### src/sppa_pkg.sv
// ----------------------------------------------------------------------------
// sppa_pkg: shared definitions for the SRAM page pool allocator
// Field widths, pool geometry, operation and status codes, controller states
// and the command/status bundles between controller and datapath.
// ----------------------------------------------------------------------------
package sppa_pkg;

    // Pool geometry
    localparam int PAGE_BYTES = 4096;
    localparam int POOL_PAGES = 64;
    localparam int CLIENTS    = 4;

    localparam int PAGE_OFS_W = $clog2(PAGE_BYTES);
    localparam int PAGE_IDX_W = $clog2(POOL_PAGES);
    localparam int PAGE_CNT_W = $clog2(POOL_PAGES + 1);
    localparam int CLIENT_W   = (CLIENTS > 1) ? $clog2(CLIENTS) : 1;
    localparam int TBL_DEPTH  = CLIENTS * POOL_PAGES;
    localparam int TBL_AW     = CLIENT_W + PAGE_IDX_W;

    // Transaction field widths
    localparam int OP_W           = 2;
    localparam int CLIENT_FIELD_W = 2;
    localparam int SIZE_W         = 19;
    localparam int POS_W          = 18;
    localparam int STATUS_W       = 2;
    localparam int COUNT_W        = 7;
    localparam int OFFSET_W       = 18;

    // Page count requested by a resize, and a compare width that holds it
    localparam int WANT_W = SIZE_W - PAGE_OFS_W + 1;
    localparam int CMP_W  = WANT_W + 1;

    typedef enum logic [OP_W-1:0] {
        OP_OPEN      = 2'd0,
        OP_RESIZE    = 2'd1,
        OP_RELEASE   = 2'd2,
        OP_TRANSLATE = 2'd3
    } t_op;

    typedef enum logic [STATUS_W-1:0] {
        ST_OK    = 2'd0,
        ST_NOMEM = 2'd1,
        ST_RANGE = 2'd2,
        ST_STATE = 2'd3
    } t_status;

    // Kind of memory work one operation needs
    typedef enum logic [2:0] {
        WK_NONE,
        WK_POP,
        WK_PUSH_DN,
        WK_PUSH_UP,
        WK_LOOKUP
    } t_work;

    typedef enum logic [2:0] {
        S_CLEAR,
        S_IDLE,
        S_EVAL,
        S_POP,
        S_PUSH_DN,
        S_PUSH_UP,
        S_LOOKUP,
        S_FINISH
    } t_state;

    typedef struct packed {
        logic clear;
        logic accept;
        logic eval;
        logic pop;
        logic push_dn;
        logic push_up;
        logic lookup;
        logic finish;
    } t_dp_cmd;

    typedef struct packed {
        logic  clear_done;
        t_work work;
        logic  last_up;
        logic  last_dn;
    } t_dp_stat;

endpackage

### src/sppa_req_if.sv
// ----------------------------------------------------------------------------
// sppa_req_if: request channel of the page pool allocator
// Valid/ready handshake carrying one operation per transaction.
// ----------------------------------------------------------------------------
interface sppa_req_if;
    import sppa_pkg::*;

    logic                      valid;
    logic                      ready;
    logic [OP_W-1:0]           op;
    logic [CLIENT_FIELD_W-1:0] client;
    logic [SIZE_W-1:0]         size_bytes;
    logic [POS_W-1:0]          position;

    modport source (output valid, output op, output client, output size_bytes,
                    output position, input ready);
    modport sink   (input valid, input op, input client, input size_bytes,
                    input position, output ready);
endinterface

### src/sppa_rsp_if.sv
// ----------------------------------------------------------------------------
// sppa_rsp_if: response channel of the page pool allocator
// Valid/ready handshake carrying one result per transaction.
// ----------------------------------------------------------------------------
interface sppa_rsp_if;
    import sppa_pkg::*;

    logic                valid;
    logic                ready;
    logic [STATUS_W-1:0] status;
    logic [COUNT_W-1:0]  page_count;
    logic [OFFSET_W-1:0] sram_offset;

    modport source (output valid, output status, output page_count,
                    output sram_offset, input ready);
    modport sink   (input valid, input status, input page_count,
                    input sram_offset, output ready);
endinterface

### src/sram_page_pool_allocator.sv
// ----------------------------------------------------------------------------
// sram_page_pool_allocator: LIFO free-list page allocator for a shared SRAM
// Hands out fixed-size SRAM pages to a few clients and translates client
// byte positions to SRAM offsets.
// ----------------------------------------------------------------------------
// Usage and sequencing: after reset the block loads the free stack with
// pages 0..63 and holds i_req.ready low until that pass is done. It then
// takes one operation at a time. Each operation is accepted, evaluated and
// ends in the step that loads the result register; an operation that moves
// no page (errors, resize to the same size, release of an empty client)
// does nothing else, open and translate also do one RAM read, and resize or
// release do one read per page moved, since every page moved costs one read
// of the stack or page-table RAM. The result-loading step waits while an
// earlier response is still stalled. Each operation yields exactly one
// response transaction; the result sits in an output register, so a new
// request is taken while the previous response still waits for o_rsp.ready.
module sram_page_pool_allocator import sppa_pkg::*; (
    input  logic              i_clk,
    input  logic              i_rst_n,
    sppa_req_if.sink          i_req,
    sppa_rsp_if.source        o_rsp
);
    // Command and status between sequencer and datapath
    t_dp_cmd  cmd;
    t_dp_stat stat;

    // Sequencer: walks clear, evaluate, page moves and result hand-off
    sppa_ctrl u_ctrl (
        .i_clk       (i_clk),
        .i_rst_n     (i_rst_n),
        .i_in_valid  (i_req.valid),
        .o_in_ready  (i_req.ready),
        .o_out_valid (o_rsp.valid),
        .i_out_ready (o_rsp.ready),
        .i_stat      (stat),
        .o_cmd       (cmd)
    );

    // Datapath: free stack RAM, page table RAM, per-client counts and flags
    sppa_datapath u_dp (
        .i_clk         (i_clk),
        .i_rst_n       (i_rst_n),
        .i_cmd         (cmd),
        .o_stat        (stat),
        .i_op          (i_req.op),
        .i_client      (i_req.client),
        .i_size_bytes  (i_req.size_bytes),
        .i_position    (i_req.position),
        .o_status      (o_rsp.status),
        .o_page_count  (o_rsp.page_count),
        .o_sram_offset (o_rsp.sram_offset)
    );
endmodule

### src/sppa_ram.sv
// ----------------------------------------------------------------------------
// sppa_ram: generic simple dual-port RAM
// One write port, one read port, read data registered and held between reads.
// ----------------------------------------------------------------------------
module sppa_ram #(
    parameter int WIDTH = 8,
    parameter int DEPTH = 64
) (
    input  logic                     i_clk,
    input  logic                     i_we,
    input  logic [$clog2(DEPTH)-1:0] i_waddr,
    input  logic [WIDTH-1:0]         i_wdata,
    input  logic                     i_re,
    input  logic [$clog2(DEPTH)-1:0] i_raddr,
    output logic [WIDTH-1:0]         o_rdata
);
    logic [WIDTH-1:0] r_mem [DEPTH];
    logic [WIDTH-1:0] r_rdata;

    always_ff @(posedge i_clk) begin
        if (i_we) begin
            r_mem[i_waddr] <= i_wdata;
        end
        if (i_re) begin
            r_rdata <= r_mem[i_raddr];
        end
    end

    assign o_rdata = r_rdata;
endmodule

### src/sppa_ctrl.sv
// ----------------------------------------------------------------------------
// sppa_ctrl: allocator sequencer
// Walks each operation through evaluate, page moves and result hand-off,
// and owns both handshakes.
// ----------------------------------------------------------------------------
module sppa_ctrl import sppa_pkg::*; (
    input  logic     i_clk,
    input  logic     i_rst_n,
    input  logic     i_in_valid,
    output logic     o_in_ready,
    output logic     o_out_valid,
    input  logic     i_out_ready,
    input  t_dp_stat i_stat,
    output t_dp_cmd  o_cmd
);
    t_state r_state, n_state;
    logic   r_out_valid, n_out_valid;
    logic   out_free;

    assign out_free = !r_out_valid || i_out_ready;

    always_comb begin
        n_state = r_state;
        unique case (r_state)
            S_CLEAR:   if (i_stat.clear_done) n_state = S_IDLE;
            S_IDLE:    if (i_in_valid) n_state = S_EVAL;
            S_EVAL: begin
                unique case (i_stat.work)
                    WK_POP:     n_state = S_POP;
                    WK_PUSH_DN: n_state = S_PUSH_DN;
                    WK_PUSH_UP: n_state = S_PUSH_UP;
                    WK_LOOKUP:  n_state = S_LOOKUP;
                    default:    n_state = S_FINISH;
                endcase
            end
            S_POP:     if (i_stat.last_up) n_state = S_FINISH;
            S_PUSH_UP: if (i_stat.last_up) n_state = S_FINISH;
            S_PUSH_DN: if (i_stat.last_dn) n_state = S_FINISH;
            S_LOOKUP:  n_state = S_FINISH;
            S_FINISH:  if (out_free) n_state = S_IDLE;
            default:   n_state = S_CLEAR;
        endcase
    end

    always_comb begin
        o_cmd        = '0;
        o_in_ready   = 1'b0;
        unique case (r_state)
            S_CLEAR:   o_cmd.clear   = 1'b1;
            S_IDLE: begin
                o_in_ready   = 1'b1;
                o_cmd.accept = i_in_valid;
            end
            S_EVAL:    o_cmd.eval    = 1'b1;
            S_POP:     o_cmd.pop     = 1'b1;
            S_PUSH_DN: o_cmd.push_dn = 1'b1;
            S_PUSH_UP: o_cmd.push_up = 1'b1;
            S_LOOKUP:  o_cmd.lookup  = 1'b1;
            S_FINISH:  o_cmd.finish  = out_free;
            default:   o_cmd         = '0;
        endcase
    end

    // Hold the result until the sink takes it
    always_comb begin
        n_out_valid = r_out_valid;
        if (o_cmd.finish) begin
            n_out_valid = 1'b1;
        end else if (i_out_ready) begin
            n_out_valid = 1'b0;
        end
    end

    always_ff @(posedge i_clk) begin
        if (!i_rst_n) begin
            r_state     <= S_CLEAR;
            r_out_valid <= 1'b0;
        end else begin
            r_state     <= n_state;
            r_out_valid <= n_out_valid;
        end
    end

    assign o_out_valid = r_out_valid;
endmodule

### src/sppa_datapath.sv
// ----------------------------------------------------------------------------
// sppa_datapath: free stack, page tables and client bookkeeping
// Evaluates an operation, moves one page per cycle between the free stack
// and a page table, and forms the result.
// ----------------------------------------------------------------------------
module sppa_datapath import sppa_pkg::*; (
    input  logic                      i_clk,
    input  logic                      i_rst_n,
    input  t_dp_cmd                   i_cmd,
    output t_dp_stat                  o_stat,
    input  logic [OP_W-1:0]           i_op,
    input  logic [CLIENT_FIELD_W-1:0] i_client,
    input  logic [SIZE_W-1:0]         i_size_bytes,
    input  logic [POS_W-1:0]          i_position,
    output logic [STATUS_W-1:0]       o_status,
    output logic [COUNT_W-1:0]        o_page_count,
    output logic [OFFSET_W-1:0]       o_sram_offset
);
    // Latched transaction
    t_op                       r_op;
    logic [CLIENT_FIELD_W-1:0] r_client;
    logic [WANT_W-1:0]         r_want;
    logic [POS_W-1:0]          r_pos;
    logic [WANT_W-1:0]         n_want;

    // Pool state
    logic [PAGE_CNT_W-1:0] r_free_count;
    logic [PAGE_CNT_W-1:0] r_client_pages [CLIENTS];
    logic [CLIENTS-1:0]    r_client_open;
    logic [PAGE_IDX_W-1:0] r_clr;

    // Operation plan
    logic [PAGE_CNT_W-1:0] r_idx, r_end, r_new_pages;
    logic                  r_new_open, r_upd, r_xlate;
    t_status               r_status;

    // Page move in flight: memory write in the cycle after the read
    logic                  r_pend_pop, r_pend_push;
    logic [TBL_AW-1:0]     r_pend_taddr;
    logic [PAGE_IDX_W-1:0] r_pend_saddr;

    // Result register
    logic [STATUS_W-1:0] r_out_status;
    logic [COUNT_W-1:0]  r_out_count;
    logic [OFFSET_W-1:0] r_out_offset;

    // Evaluation
    logic [CLIENT_W-1:0]   ci;
    logic                  client_ok;
    logic [PAGE_CNT_W-1:0] have;
    logic                  is_open;
    logic [CMP_W-1:0]      want_x, have_x, fc_x, pidx_x;
    t_status               e_status;
    t_work                 e_work;
    logic [PAGE_CNT_W-1:0] e_idx, e_end, e_new_pages;
    logic                  e_new_open, e_upd, e_xlate;

    logic [PAGE_CNT_W-1:0] idx_m1, fc_m1;
    logic [TBL_AW-1:0]     tbl_raddr;
    logic [PAGE_IDX_W-1:0] stk_rdata, tbl_rdata;

    assign ci        = r_client[CLIENT_W-1:0];
    assign client_ok = 32'(r_client) < CLIENTS;
    assign have      = r_client_pages[ci];
    assign is_open   = r_client_open[ci];
    assign want_x    = CMP_W'(r_want);
    assign have_x    = CMP_W'(have);
    assign fc_x      = CMP_W'(r_free_count);
    assign pidx_x    = CMP_W'(r_pos[POS_W-1:PAGE_OFS_W]);
    assign idx_m1    = r_idx - 1'b1;
    assign fc_m1     = r_free_count - 1'b1;

    // Round the byte count up to whole pages
    assign n_want = WANT_W'(({1'b0, i_size_bytes} + (SIZE_W + 1)'(PAGE_BYTES - 1))
                            >> PAGE_OFS_W);

    always_comb begin
        e_status    = ST_OK;
        e_work      = WK_NONE;
        e_idx       = '0;
        e_end       = '0;
        e_new_pages = have;
        e_new_open  = is_open;
        e_upd       = 1'b0;
        e_xlate     = 1'b0;
        if (!client_ok) begin
            e_status = ST_STATE;
        end else if (r_op == OP_OPEN) begin
            if (is_open) begin
                e_status = ST_STATE;
            end else if (r_free_count == '0) begin
                e_status = ST_NOMEM;
            end else begin
                e_work      = WK_POP;
                e_end       = PAGE_CNT_W'(1);
                e_new_pages = PAGE_CNT_W'(1);
                e_new_open  = 1'b1;
                e_upd       = 1'b1;
            end
        end else if (!is_open) begin
            e_status = ST_STATE;
        end else begin
            case (r_op)
                OP_RESIZE: begin
                    if (want_x > have_x) begin
                        if ((want_x - have_x) > fc_x) begin
                            e_status = ST_NOMEM;
                        end else begin
                            e_work      = WK_POP;
                            e_idx       = have;
                            e_end       = PAGE_CNT_W'(r_want);
                            e_new_pages = PAGE_CNT_W'(r_want);
                            e_upd       = 1'b1;
                        end
                    end else begin
                        e_work      = (want_x < have_x) ? WK_PUSH_DN : WK_NONE;
                        e_idx       = have;
                        e_end       = PAGE_CNT_W'(r_want);
                        e_new_pages = PAGE_CNT_W'(r_want);
                        e_upd       = 1'b1;
                    end
                end
                OP_RELEASE: begin
                    e_work      = (have != '0) ? WK_PUSH_UP : WK_NONE;
                    e_end       = have;
                    e_new_pages = '0;
                    e_new_open  = 1'b0;
                    e_upd       = 1'b1;
                end
                default: begin
                    if (pidx_x >= have_x) begin
                        e_status = ST_RANGE;
                    end else begin
                        e_work  = WK_LOOKUP;
                        e_xlate = 1'b1;
                    end
                end
            endcase
        end
    end

    assign o_stat.clear_done = r_clr == PAGE_IDX_W'(POOL_PAGES - 1);
    assign o_stat.work       = e_work;
    assign o_stat.last_up    = (r_idx + 1'b1) == r_end;
    assign o_stat.last_dn    = idx_m1 == r_end;

    always_comb begin
        if (i_cmd.push_dn) begin
            tbl_raddr = {ci, idx_m1[PAGE_IDX_W-1:0]};
        end else if (i_cmd.push_up) begin
            tbl_raddr = {ci, r_idx[PAGE_IDX_W-1:0]};
        end else begin
            tbl_raddr = {ci, r_pos[PAGE_OFS_W +: PAGE_IDX_W]};
        end
    end

    sppa_ram #(.WIDTH(PAGE_IDX_W), .DEPTH(POOL_PAGES)) u_stack (
        .i_clk   (i_clk),
        .i_we    (i_cmd.clear || r_pend_push),
        .i_waddr (i_cmd.clear ? r_clr : r_pend_saddr),
        .i_wdata (i_cmd.clear ? r_clr : tbl_rdata),
        .i_re    (i_cmd.pop),
        .i_raddr (fc_m1[PAGE_IDX_W-1:0]),
        .o_rdata (stk_rdata)
    );

    sppa_ram #(.WIDTH(PAGE_IDX_W), .DEPTH(TBL_DEPTH)) u_table (
        .i_clk   (i_clk),
        .i_we    (r_pend_pop),
        .i_waddr (r_pend_taddr),
        .i_wdata (stk_rdata),
        .i_re    (i_cmd.push_dn || i_cmd.push_up || i_cmd.lookup),
        .i_raddr (tbl_raddr),
        .o_rdata (tbl_rdata)
    );

    // Control state
    always_ff @(posedge i_clk) begin
        if (!i_rst_n) begin
            r_free_count  <= PAGE_CNT_W'(POOL_PAGES);
            r_client_open <= '0;
            r_clr         <= '0;
            r_pend_pop    <= 1'b0;
            r_pend_push   <= 1'b0;
            for (int k = 0; k < CLIENTS; k++) begin
                r_client_pages[k] <= '0;
            end
        end else begin
            r_pend_pop  <= i_cmd.pop;
            r_pend_push <= i_cmd.push_dn || i_cmd.push_up;
            if (i_cmd.clear) begin
                r_clr <= r_clr + 1'b1;
            end
            if (i_cmd.pop) begin
                r_free_count <= fc_m1;
            end else if (i_cmd.push_dn || i_cmd.push_up) begin
                r_free_count <= r_free_count + 1'b1;
            end
            if (i_cmd.finish && r_upd) begin
                r_client_pages[ci] <= r_new_pages;
                r_client_open[ci]  <= r_new_open;
            end
        end
    end

    // Payload and plan registers
    always_ff @(posedge i_clk) begin
        if (i_cmd.accept) begin
            r_op     <= t_op'(i_op);
            r_client <= i_client;
            r_want   <= n_want;
            r_pos    <= i_position;
        end
        if (i_cmd.eval) begin
            r_status    <= e_status;
            r_idx       <= e_idx;
            r_end       <= e_end;
            r_new_pages <= e_new_pages;
            r_new_open  <= e_new_open;
            r_upd       <= e_upd;
            r_xlate     <= e_xlate;
        end else if (i_cmd.pop || i_cmd.push_up) begin
            r_idx <= r_idx + 1'b1;
        end else if (i_cmd.push_dn) begin
            r_idx <= idx_m1;
        end
        if (i_cmd.pop) begin
            r_pend_taddr <= {ci, r_idx[PAGE_IDX_W-1:0]};
        end
        if (i_cmd.push_dn || i_cmd.push_up) begin
            r_pend_saddr <= r_free_count[PAGE_IDX_W-1:0];
        end
        if (i_cmd.finish) begin
            r_out_status <= r_status;
            r_out_count  <= !client_ok ? '0 :
                            COUNT_W'(r_upd ? r_new_pages : have);
            r_out_offset <= r_xlate ? OFFSET_W'({tbl_rdata, r_pos[PAGE_OFS_W-1:0]}) : '0;
        end
    end

    assign o_status      = r_out_status;
    assign o_page_count  = r_out_count;
    assign o_sram_offset = r_out_offset;
endmodule

### src/flat_wrapper.sv
// flat-port wrapper written by rule: the top's interface ports become plain ports
module sram_page_pool_allocator_flat import sppa_pkg::*;
  (i_clk, i_rst_n, i_req_valid, i_req_op, i_req_client, i_req_size_bytes, i_req_position, i_req_ready, o_rsp_valid, o_rsp_status, o_rsp_page_count, o_rsp_sram_offset, o_rsp_ready);
  sppa_req_if i_req_i ();
  sppa_rsp_if o_rsp_i ();
  input  logic i_clk;
  input  logic i_rst_n;
  input wire logic [$bits(i_req_i.valid)-1:0] i_req_valid;
  input wire logic [$bits(i_req_i.op)-1:0] i_req_op;
  input wire logic [$bits(i_req_i.client)-1:0] i_req_client;
  input wire logic [$bits(i_req_i.size_bytes)-1:0] i_req_size_bytes;
  input wire logic [$bits(i_req_i.position)-1:0] i_req_position;
  output wire logic [$bits(i_req_i.ready)-1:0] i_req_ready;
  output wire logic [$bits(o_rsp_i.valid)-1:0] o_rsp_valid;
  output wire logic [$bits(o_rsp_i.status)-1:0] o_rsp_status;
  output wire logic [$bits(o_rsp_i.page_count)-1:0] o_rsp_page_count;
  output wire logic [$bits(o_rsp_i.sram_offset)-1:0] o_rsp_sram_offset;
  input wire logic [$bits(o_rsp_i.ready)-1:0] o_rsp_ready;
  assign i_req_i.valid = i_req_valid;
  assign i_req_i.op = i_req_op;
  assign i_req_i.client = i_req_client;
  assign i_req_i.size_bytes = i_req_size_bytes;
  assign i_req_i.position = i_req_position;
  assign i_req_ready = i_req_i.ready;
  assign o_rsp_valid = o_rsp_i.valid;
  assign o_rsp_status = o_rsp_i.status;
  assign o_rsp_page_count = o_rsp_i.page_count;
  assign o_rsp_sram_offset = o_rsp_i.sram_offset;
  assign o_rsp_i.ready = o_rsp_ready;
  sram_page_pool_allocator u_core (.i_clk(i_clk), .i_rst_n(i_rst_n), .i_req(i_req_i), .o_rsp(o_rsp_i));
endmodule
### config.mk
export PLATFORM = sky130hd
export DESIGN_NAME = sram_page_pool_allocator_flat
export DESIGN_NICKNAME = d
export VERILOG_FILES = /design/src/sppa_pkg.sv /design/src/sppa_req_if.sv /design/src/sppa_rsp_if.sv /design/src/sram_page_pool_allocator.sv /design/src/sppa_ram.sv /design/src/sppa_ctrl.sv /design/src/sppa_datapath.sv /design/src/flat_wrapper.sv
export SDC_FILE = /design/constraint.sdc
export NUM_CORES = 2
export LEC_CHECK = 0
export BUFFER_PORTS_ARGS = -buffer_cell sky130_fd_sc_hd__buf_2
export CORE_MARGIN = 2
export CORE_UTILIZATION = 40
export CTS_CLUSTER_SIZE = 10
export DETAILED_ROUTE_END_ITERATION = 8
export GPL_TIMING_DRIVEN = 0
export PLACE_DENSITY_LB_ADDON = 0.3
export SLEW_MARGIN = 20
export SYNTH_ARGS = -nofsm -noshare
export SYNTH_HDL_FRONTEND = slang
export SYNTH_SLANG_ARGS = --single-unit
export TNS_END_PERCENT = 30
### constraint.sdc
create_clock -name i_clk -period 4.25 [get_ports i_clk]
set_input_delay 0.6375 -clock i_clk [delete_from_list [all_inputs] [get_ports i_clk]]
set_output_delay 0.6375 -clock i_clk [all_outputs]
set_load 0.05 [all_outputs]
==> flow_summary.toml <==
[outcome]
run_status = "complete, but fails checks"
violations = "setup timing"

[synthesis]
syn_area_mm2 = 0.08346
yosys_register_bits = 2082
synth_warnings = 0
synth.most_common_cell = "edfxtp_1"
synthDistinctLibCells = 68
yosys-top-cells-count = "edfxtp_1, nand2_1, nor2_1, nand3_1, mux4_2"
synth_edf_count = 2057
synth_area_per_cell_um2 = 15.22
ys.flop_type = "edfxtp_1"
synth_top_area_share = 0.7401
synthTopCellsByArea = "edfxtp_1, mux4_2, nand2_1"
synth_area_leader_cell = "edfxtp_1"
async_reset_ff_frac = 0
synth_seq_area_share = 0.7461
syn_inst = 5483
synthesis.nets = 5561

[drt]
vias = 52252
antenna_left = 0
drt_first_pass_iters = 7
wire_per_inst_um = 30.20
avgViaCountPerCell = 5.928
totalWireLength_mm = 266.2
drcViolationCount = 0
drtIter0Drc = 8201

[placed_design]
hpwlAfterDp_mm = 186.6
place_area_mm2 = 0.08899
io_buffers = 72
pre_cts_ws_ns = -2.457
routabilityCongestion = 0.9653

[clock_network]
clkLatencyLatePin_ns = 0.86
cts_buffer_depth = 3
path_clk_slew_ns = 0.06
cts.sinks = 2082
cts_buffers = 229
cts_tree = "done"
root_buffer = "clkbuf_16"
cts_max_level = 4

[finish]
nets = 6057
fillCellCount = 17735
layout-drive-gt1-share = 0.1872
fin_util = 0.4748
stdcell_area_mm2 = 0.09841
areaGrowthSynthToFinish_pct = 17.91

[hold_path]
holdPathStages = 2
hp-start = "i_req_size_bytes[18]"
hold_class = "input pin to flip-flop"
holdPathEnd = "u_core.u_dp.r_want[6]"

[floorplanning]
pin_count = 74
die-area_mm2 = 0.2123
design.core.area_mm2 = 0.2073
initial_core_util = 0.4027
die_h_um = 460.8
dieWidth_um = 460.8
rows = 167

[critical_path]
worst-path-max-fanout = 10
cp-end-kind = "flip-flop"
criticalPathCategory = "flip-flop to flip-flop"
ff2ff_path_depth = 12
reg2reg_slack_ns = -0.22
start_kind = "flip-flop"
rr_startpoint = "u_core.u_dp.r_idx[0]"
regToRegEndpoint = "u_core.u_dp.u_table.o_rdata[1]"
worstPathRequired_ns = 4.81
arrival_ns = 5.02

[timing]
setup_violations = 6
clock_skew_ns = 0.05733
hold_violations = 0
drv_slew = 0
min_period_ns = 4.467
worst_slack_ns = -0.2172
worstMarginPinSlew_ns = 1.136
setup_tns_ns = -0.8691
fin_crit_sh = 1.051
clock.fmax_mhz = 223.9
rsz0062_at_grt = "true"
max-slew-margin-rel = 0.2397

[power]
power.leakage_nw = 32.16
ir_drop_mv = 0.4541
power.density_mw_per_mm2 = 406.2

[grt]
antenna_found_initial = 18
grt_max_degree = 65
grt-ovfl-total = 0
grt_first_pass_wirelength_mm = 370.4
track_usage = 0.2455
grt_pass1_vias = 50352

[run]
maxCapViolations = 0
==> area by class of cell <==
type	instances	area, um^2	area share
Sequential cell	2082	62270	0.6328
Multi-Input combinational cell	3026	20740	0.2107
Clock buffer	253	5862	0.05957
Tap cell	2788	3488	0.03545
Timing Repair Buffer	275	3038	0.03087
Buffer	325	2581	0.02623
Clock inverter	19	259.0	0.002632
Inverter	40	152.6	0.001551
Antenna cell	7	17.52	0.0001780
==> where the power goes <==
group          switching [mW]  internal (mW)  leakage [nW]
Sequential            0.00970           22.3          18.8
Clock                    7.74           9.66          2.99
Combinational           0.167         0.0728          10.4
Total                    7.92           32.1          32.2
==> worst max-delay path, cell delays in order, from the launching register on <==
cell      delay, ns
edfxtp_1       0.46
or4_4          0.61
mux2_4         0.36
nor2_8         0.24
buf_12         0.18
buf_8          0.21
buf_8          0.21
nand2_1        0.09
a32oi_1        0.25
a31oi_1        0.19
nor4_4         0.47
nand3_2        0.24
nor4_4         0.63
==> metal layers <==
layer / wire length [um] / GRT usage
met1: 102300 / 0.3315
met2: 118900 / 0.3719
met3: 30810 / 0.06264
met4: 13960 / 0.1158
met5: 285 / 0
==> registers in the layout, summed over array words and instances (netlist names), 8 cells and up, named ones only <==
name / cells
u_core.u_dp.u_table.r_mem: 1536
u_core.u_dp.r_client_pages: 28
u_core.u_dp.r_want: 8
u_core.u_dp.r_pend_taddr: 8
u_core.u_dp.u_stack.r_mem: 384
u_core.u_dp.r_pos: 18
u_core.u_dp.o_sram_offset: 18
==> metrics by stage <==
| step | instances | hold slack (ns) | total power, mW |
|---|---|---|---|
| 6_report | 8815 | 0.09899 | 39.97 |
| 5_1_grt | 8809 | 0.06951 | 40.83 |
| 4_1_cts | 8748 | 0.05128 | 40.06 |
| 3_5_place_dp | 8432 | 0.4161 | 22.97 |
| 3_3_place_gp | 8343 | 0.4136 | 22.96 |
| 2_1_floorplan | 5483 | 0.4003 | 22.86 |
==> timing repair <==
item / 4_1_cts / 5_1_grt
hold endpoints to repair: 22 / 0
hold buffers: 22 / 0
resized for setup: 467 / 162
gates cloned: 1 / 3
pin swaps: 55 / 46
setup endpoints to repair: 38 / 21
setup buffers: 28 / 60
==> placed cells by master (no fill, tap or decap), drive strengths merged, types with 7 or more instances in the layout <==
cell	instances
clkbuf	446
nand2	1068
a31oi	123
a31o	15
ha	32
or3	8
and2	26
mux4	212
inv	50
diode	7
mux2i	101
a221o	7
nand3b	10
edfxtp	2057
a211oi	52
a21oi	113
and3	82
dfxtp	25
nor2	417
or4	7
nand3	297
nand4	41
nor4	37
xnor2	35
xor2	16
o21ai	49
nor2b	16
nor3	12
nand2b	13
a211o	13
a22oi	36
dlygate4sd3	22
a22o	12
clkinv	8
a32oi	86
buf	384
a311oi	32
==> worst max path at each step <==
stage / from / endpoint / slack [ns] / cells after the start
after floorplan: flip-flop / u_core.u_dp.r_new_pages[1] / 0.06 / 15
after global placement: u_core.u_dp.u_stack.o_rdata[1] / u_core.u_dp.u_table.r_mem[193][1] / -4.55 / 0
after global routing: u_core.u_dp.r_idx[0] / u_core.u_dp.u_table.o_rdata[0] / -0.22 / 13
final: u_core.u_dp.r_idx[0] / u_core.u_dp.u_table.o_rdata[1] / -0.22 / 12
after detailed placement: u_core.u_dp.r_idx[0] / u_core.u_dp.u_table.o_rdata[1] / -2.46 / 16
after CTS: u_core.u_dp.r_idx[0] / u_core.u_dp.u_table.o_rdata[3] / -0.05 / 13
==> cells by family (layout without fill, tap and decap cells) <==
family,Yosys count,in the layout,synth area share
mux,318,318,0.07004
flops,2082,2082,0.7461
fa+ha+maj,33,33,0.005037
xor+xnor,51,51,0.005352
other cells,0,7,0
compound gates,575,575,0.04793
simple gates,2049,2049,0.1057
buf+inv,375,912,0.01986
Power figures use the tool's default switching activity.
